`src/rtl/core/rci_pkg.sv`:
```
// Shared types and constants for the ring capture cubic interpolation core.
// Used by the controller, the datapath, the interpolation unit and the top level.
// No dependencies.
package rci_pkg;

   // Capture store geometry.
   localparam int DEPTH     = 65536;
   localparam int ADDR_W    = $clog2(DEPTH);
   localparam int EL_W      = $clog2(DEPTH + 1);
   localparam int LEN_MIN   = 4;

   // Configuration port.
   localparam int CSR_W     = 17;
   localparam int CSR_IDX_W = 1;
   localparam int CHAN_W    = 2;
   localparam int CHAN_STEREO = 2;

   // Request and response fields.
   localparam int SMP_W     = 16;
   localparam int IDX_W     = 18;
   localparam int FRAC_W    = 16;
   localparam int WPOS_W    = 16;

   // Read position wrapping and full reduction.
   localparam int POS_W     = IDX_W + 1;
   localparam int MAG_W     = IDX_W;
   localparam int CNT_W     = $clog2(MAG_W);

   // Interpolation arithmetic.
   localparam int FRAC_BITS  = 16;
   localparam int GUARD_BITS = 16;
   localparam int FETCH_TAPS = 4;
   localparam int C1_W       = SMP_W + 1;
   localparam int C2_W       = SMP_W + 4;
   localparam int C3_W       = SMP_W + 3;
   localparam int A_W        = 37;
   localparam int AH_W       = A_W - FRAC_BITS;
   localparam int PROD_W     = AH_W + FRAC_BITS + 1;
   localparam int RLO_W      = FRAC_BITS + 1;
   localparam int STEPS      = 3;
   localparam int STEP_W     = $clog2(STEPS);

   localparam logic signed [SMP_W-1:0] SMP_MAX = {1'b0, {(SMP_W-1){1'b1}}};
   localparam logic signed [SMP_W-1:0] SMP_MIN = {1'b1, {(SMP_W-1){1'b0}}};

   typedef enum logic [CSR_IDX_W-1:0] {
      REG_BUFFER_LENGTH = 1'b0,
      REG_NUM_CHANNELS  = 1'b1
   } reg_index_type;

   typedef enum logic {
      ACT_WRITE = 1'b0,
      ACT_READ  = 1'b1
   } action_type;

   // Commands from the controller to the datapath.
   typedef struct packed {
      logic              clear_en;
      logic              accept;
      logic              do_write;
      logic              wrap;
      logic              mod_step;
      logic              mod_fix;
      logic              seek;
      logic              rd_issue;
      logic              rd_capture;
      logic              coef;
      logic              mul_lo;
      logic              mul_hi;
      logic              acc;
      logic [STEP_W-1:0] step;
      logic              finish;
      logic              load_out;
   } cmd_type;

   // Status from the datapath to the controller.
   typedef struct packed {
      logic is_read;
      logic in_range;
      logic clear_last;
      logic out_free;
   } status_type;

endpackage

```
`src/rtl/core/rci_ctrl.sv`:
```
// Controller state machine: store clearing, request sequencing and response hand-off.
// Depends on rci_pkg; drives the datapath through cmd_type and reads status_type.
module rci_ctrl import rci_pkg::*; (
   input  logic       clock,
   input  logic       reset,
   input  logic       req_valid,
   output logic       req_stall,
   input  status_type status,
   output cmd_type    cmd
);

   typedef enum logic [13:0] {
      S_CLEAR   = 14'b00000000000001,
      S_IDLE    = 14'b00000000000010,
      S_START   = 14'b00000000000100,
      S_MOD     = 14'b00000000001000,
      S_MOD_FIX = 14'b00000000010000,
      S_SEEK    = 14'b00000000100000,
      S_FETCH   = 14'b00000001000000,
      S_COEF    = 14'b00000010000000,
      S_MUL_LO  = 14'b00000100000000,
      S_MUL_HI  = 14'b00001000000000,
      S_ACC     = 14'b00010000000000,
      S_FINISH  = 14'b00100000000000,
      S_OUTPUT  = 14'b01000000000000,
      S_SPARE   = 14'b10000000000000
   } state_type;

   state_type         state_ff, state_in;
   logic [CNT_W-1:0]  cnt_ff, cnt_in;
   logic [STEP_W-1:0] step_ff, step_in;

   always_comb begin
      state_in = state_ff;
      cnt_in   = cnt_ff;
      step_in  = step_ff;
      cmd      = '0;
      cmd.step = step_ff;

      unique case (state_ff)
         S_CLEAR: begin
            cmd.clear_en = 1'b1;
            if (status.clear_last) begin
               state_in = S_IDLE;
            end
         end
         S_IDLE: begin
            if (req_valid) begin
               cmd.accept = 1'b1;
               state_in   = S_START;
            end
         end
         S_START: begin
            cnt_in = '0;
            if (status.is_read) begin
               cmd.wrap = 1'b1;
               state_in = status.in_range ? S_SEEK : S_MOD;
            end else begin
               cmd.do_write = 1'b1;
               state_in     = S_OUTPUT;
            end
         end
         S_MOD: begin
            cmd.mod_step = 1'b1;
            cnt_in       = cnt_ff + CNT_W'(1);
            if (cnt_ff == CNT_W'(MAG_W - 1)) begin
               state_in = S_MOD_FIX;
            end
         end
         S_MOD_FIX: begin
            cmd.mod_fix = 1'b1;
            state_in    = S_SEEK;
         end
         S_SEEK: begin
            cmd.seek = 1'b1;
            cnt_in   = '0;
            state_in = S_FETCH;
         end
         S_FETCH: begin
            // Reads issue on the first four counts; each is captured from the registered read port at the next count.
            cmd.rd_issue   = cnt_ff < CNT_W'(FETCH_TAPS);
            cmd.rd_capture = cnt_ff != '0;
            cnt_in         = cnt_ff + CNT_W'(1);
            if (cnt_ff == CNT_W'(FETCH_TAPS)) begin
               state_in = S_COEF;
            end
         end
         S_COEF: begin
            cmd.coef = 1'b1;
            step_in  = '0;
            state_in = S_MUL_LO;
         end
         S_MUL_LO: begin
            cmd.mul_lo = 1'b1;
            state_in   = S_MUL_HI;
         end
         S_MUL_HI: begin
            cmd.mul_hi = 1'b1;
            state_in   = S_ACC;
         end
         S_ACC: begin
            cmd.acc = 1'b1;
            if (step_ff == STEP_W'(STEPS - 1)) begin
               state_in = S_FINISH;
            end else begin
               step_in  = step_ff + STEP_W'(1);
               state_in = S_MUL_LO;
            end
         end
         S_FINISH: begin
            cmd.finish = 1'b1;
            state_in   = S_OUTPUT;
         end
         S_OUTPUT: begin
            if (status.out_free) begin
               cmd.load_out = 1'b1;
               state_in     = S_IDLE;
            end
         end
         default: begin
            state_in = S_IDLE;
         end
      endcase
   end

   always_ff @(posedge clock) begin
      if (reset) begin
         state_ff <= S_CLEAR;
         cnt_ff   <= '0;
         step_ff  <= '0;
      end else begin
         state_ff <= state_in;
         cnt_ff   <= cnt_in;
         step_ff  <= step_in;
      end
   end

   assign req_stall = state_ff != S_IDLE;

endmodule

```
`config.mk`:
```
export PLATFORM = sky130hd
export DESIGN_NAME = rci_ctrl
export DESIGN_NICKNAME = d
export VERILOG_FILES = /design/src/rtl/core/rci_pkg.sv /design/src/rtl/core/rci_ctrl.sv
export SDC_FILE = /design/constraint.sdc
export NUM_CORES = 1
export LEC_CHECK = 0
export BUFFER_PORTS_ARGS = -buffer_cell sky130_fd_sc_hd__clkbuf_2
export CELL_PAD_IN_SITES_DETAIL_PLACEMENT = 1
export CELL_PAD_IN_SITES_GLOBAL_PLACEMENT = 1
export CORE_MARGIN = 5
export CORE_UTILIZATION = 40
export CTS_BUF_LIST = sky130_fd_sc_hd__clkbuf_4
export CTS_CLUSTER_DIAMETER = 80
export CTS_CLUSTER_SIZE = 10
export DETAILED_ROUTE_END_ITERATION = 7
export PLACE_DENSITY = 0.81
export SYNTH_ARGS = -nofsm -noshare
export SYNTH_HDL_FRONTEND = slang
export SYNTH_SLANG_ARGS = --single-unit
```
`constraint.sdc`:
```
create_clock -name clock -period 5 [get_ports clock]
set_input_delay 0 -clock clock [delete_from_list [all_inputs] [get_ports clock]]
set_output_delay 0 -clock clock [all_outputs]
set_load 0.03 [all_outputs]
```
# After elaboration in Yosys (flattened, before gate mapping)
# Index checks and enable logic that the tools add are counted.
word_totals:
  reg_bits: 21
  input_bits: 7
  out_inout_bits: 18
classes:
  addsub: 2
  n_lt_le_gt_ge: 1
  eq_ne: 23
  muxes: 29
  reduce_logical: 7
op_table:
  columns: ["operator", "n"]
  rows:
  - ["$pmux W14 S13", 1]
  - ["$mux W14", 5]
  - ["$mux W1", 15]
  - ["$eq A14 B1 Y1 const B", 1]
  - ["$eq A14 B10 Y1 const B", 1]
  - ["$eq A14 B11 Y1 const B", 1]
  - ["$eq A14 B12 Y1 const B", 1]
  - ["$eq A14 B13 Y1 const B", 1]
  - ["$eq A14 B2 Y1 const B", 1]
  - ["$eq A14 B3 Y1 const B", 1]
  - ["$eq A14 B4 Y1 const B", 1]
  - ["$eq A14 B5 Y1 const B", 1]
  - ["$eq A14 B6 Y1 const B", 1]
  - ["$eq A14 B7 Y1 const B", 1]
  - ["$eq A14 B8 Y1 const B", 1]
  - ["$eq A14 B9 Y1 const B", 1]
  - ["$ne A14 B2 Y1 const B", 1]
  - ["$mux W13", 1]
  - ["$mux W12", 1]
  - ["$ne A2 B2 Y1 const B", 6]
  - ["$pmux W5 S2", 1]
  - ["$mux W2", 3]
  - ["$mux W6", 1]
  - ["$add A5 B1 Y5 const B", 1]
  - ["11 further kinds", 13]

# Depth between registers and ports, before layout
depth:
  depth_word: 3
  mapped_depth: 7
  ltp_nobuf: 7

# Worst setup path after synthesis
# Ideal clock, no wire load.
synth_path:
  path_kind: "reg2out"
  from: "register state_ff[5]"
  to: "output port cmd[15] (netlist bit)"
  arrival_ps: 2039
  setup_slack_ps: 2961
  path_stages_with_launch: 6
  n_path_buf: 1
  path_cell_list: "dfxtp_1 -> buf_6 -> or4_4 -> nor3_4 -> nand4b_2 -> nor2_1"
synth_rtl:
  columns: ["element", "line_no", "text"]
  rows:
  - ["start: declaration", "rci_ctrl.sv:29", "state_type state_ff, state_in;"]
  - ["start signal: assignment", "rci_ctrl.sv:132", "state_ff <= state_in;"]
  - ["end: declaration", "rci_ctrl.sv:9", "output cmd_type cmd"]

==> results_dict.tcl <==
set metrics [dict create \
    status "completed" \
    syn_avg_cell_area_um2 8.66 \
    synth.cell_area_mm2 0.00137 \
    synth_top_area_share_pct 29.3 \
    ys_ff_latch 20 \
    p_per_area_mw_per_mm2 193 \
    clockRootBuffer "clkbuf_4" \
    hold_path_end "state_ff[3]" \
    drc 0 \
    synth_ff_type "dfxtp_1" \
    ant_nets 0 \
    slew-limit-headroom_pct 54.4 \
    drive_above_1_share_pct 27.2 \
    die_height_um 68.5 \
    fin_crit_sh_pct 43.2 \
    slew_viol_final 0 \
    ys_seq_area_share_pct 29.3 \
    num_io_pins 25 \
    htree_levels 1 \
    synth_fp_nets 169 \
    final_nets 192 \
    cp_max_fo 8 \
    overflow 0 \
    io_buffers 24 \
    endpoint_kind "output pin" \
    critPathRequiredTime_ns 5.00 \
    dpl_cell_area_mm2 0.00151 \
    worstSetupStartpoint "state_ff[4]" \
    drt_iter0_drc 41 \
    vias 1286 \
    min_path_type "in -> reg" \
    fp-row-count 21 \
    async_flop_share_pct 0 \
    clockBufferDepth 2 \
    drt-total-wl_mm 3.81 \
    grt_setup_unrepaired "no" \
    cts.clk_slew.worst_paths_ns 0.11 \
    reg2reg_slack_ns 2.92 \
    maxCapViolCount 0 \
    rr_worst_depth 5 \
    viasPerCell 5.69 \
    min_from "status[2]" \
    whs_ns 0.00658 \
    antenna_found_initial 0 \
    worst_pin_slew_ns 0.683 \
    setup_ws_ns 2.84 \
    n_antenna_cell 0 \
    final_area_mm2 0.00155 \
    dieArea_mm2 0.00469 \
    max_stage_delay_ns 0.61 \
    max_freq_mhz 463 \
    cts_num_sinks 20 \
    finalSetupViolCount 0 \
    cts_tree "done" \
    fp.dieW_um 68.5 \
    dp_slack_ns 2.92 \
    cts_buffers 3 \
    cts_setup_buffers 0 \
    hold_viol 0 \
    slowest_stage "or4_4" \
    grt_max_degree 18 \
    p_leak_uw 0.000631 \
    firstDrtPassIters 4 \
    regToRegEndpoint "state_ff[1]" \
    startpoint_type "flip-flop" \
    synthCells 158 \
    wl_per_cell_um 16.8 \
    min_period_ns 2.16 \
    grt_util_all_layers_pct 18.6 \
    synth_edf_count 0 \
    path_cells "or4_4, nor3_4, nand4b_2, nor2_1, clkbuf_2" \
    finalWeightedCongestion 0.792 \
    grt_pass1_vias 1411 \
    clock_skew_ns 0.0107 \
    hold_path_depth 4 \
    reg2reg_from "state_ff[1]" \
    yosys.area.top_type "dfxtp_1" \
    crit_arrival_ns 2.16 \
    synth.area.top_cells "dfxtp_1 29%, nor2_1 4.9%, nor3b_2 4.6%" \
    criticalPathCategory "reg -> out" \
    yosys_warnings 0 \
    hpwl_mm 3.06 \
    coreArea_mm2 0.00331 \
    peakVddDrop_v 0.0000979 \
    tns_ns 0 \
    grt_pass1_wl_mm 6.58 \
    clock_latency_ns 0.30 \
    initial_core_util_pct 41.3 \
    synth.distinct_cells 51 \
    synthToLayoutAreaGrowth_pct 13.1 \
]
==> final cells by class <==
class,instances,area [um^2]
Clock buffer,3,22.5
Clock inverter,1,3.75
Fill cell,440,1760
Inverter,10,37.5
Multi-Input combinational cell,121,895
Sequential cell,20,400
Tap cell,46,57.6
Timing Repair Buffer,25,130
==> layer usage <==
metal | global-route usage [%] | up-vias | share of wire (%)
li1 | - | 627 | -
met5 | 0 | - | 0
met4 | 7.44 | 0 | 1.9
met2 | 34.0 | 21 | 53
met3 | 2.63 | 7 | 2.8
met1 | 21.5 | 631 | 42
==> worst max path at each step <==
stage | endpoint | cells after the start | slack, ns
after floorplan | cmd[15] | 5 | 2.96
after global routing | cnt_ff[4] | 5 | 2.68
final | cmd[15] | 5 | 2.84
after CTS | cmd[15] | 5 | 2.83
after global placement | state_ff[5] | 5 | 3.00
after detailed placement | state_ff[5] | 5 | 2.92
==> worst max-delay path, delay by kind of cell, from the launching register on <==
family | cells | cell delay [ns]
buffers and inverters | 1 | 0.21
flip-flops | 1 | 0.41
AND/OR/NAND/NOR | 4 | 1.22
==> synthesized netlist by cell type (2+ instances only) <==
cell,n
nand3_1,4
nor2b_1,5
or3_1,2
a21oi_1,10
nor3_2,2
and4b_1,3
nand2b_1,2
or4b_1,2
inv_1,10
clkbuf_1,5
nand4b_2,2
nor4b_1,2
a311oi_1,3
nor3b_2,5
xor2_1,4
o21ai_0,2
o21ai_1,2
or4_4,2
ha_1,4
nor3b_1,3
nor4_1,4
dfxtp_1,20
nand4_1,3
nor3_1,4
nor4_2,2
nor2_1,18
nand2_1,9
==> sequential cells by signal (all words and copies together), names as in the netlist <==
name	cells
step_ff	2
cnt_ff	5
state_ff	13
==> power by group <==
group          switching, uW  internal [uW]
clock                   48.6           29.1
combinational           31.3           19.9
sequential              7.01            162
total                   86.9            211
==> cell usage in the layout, fill, tap and decap left out, types with 2 or more instances in the layout <==
master	instances
clkbuf_2	24
dfxtp_1	20
nor2_1	18
inv_1	10
a21oi_1	10
nand2_1	9
nor2b_1	5
nor3b_2	5
nor3_1	4
nor4_1	4
nand3_1	4
xor2_1	4
ha_1	4
nand4_1	3
and4b_1	3
nor3b_1	3
a311oi_1	3
clkbuf_4	3
nor4_2	2
or4_4	2
or3_1	2
or4b_1	2
nor3_2	2
nand4b_2	2
nor4b_1	2
o21ai_1	2
o21ai_0	2
nand2b_1	2
==> per-stage QoR <==
step,cells,utilization [%],total power (uW)
after global routing,226,46.7,314
after global placement,221,45.6,221
after floorplan,158,-,209
final,226,46.7,298
after detailed placement,221,45.6,223
after CTS,226,46.7,302
==> what timing repair did <==
action,4_1_cts,5_1_grt
endpoints found under the hold margin,1,0
resized for setup,0,0
hold buffers,1,0
==> kinds of logic (layout without fill, tap and decap cells) <==
logic type                 count (synthesis)  in the layout  synth area share, %
DFF                                       20             20                 29.3
buffers and inverters                     17             39                 5.31
and+or+nand+nor                           87             87                 45.6
xor gates and xnor gates                   4              4                 2.56
AOI/OAI and AO/OA                         26             26                 13.6
adders and majority gates                  4              4                 3.66
No activity file was read; power rests on OpenSTA's default activity.
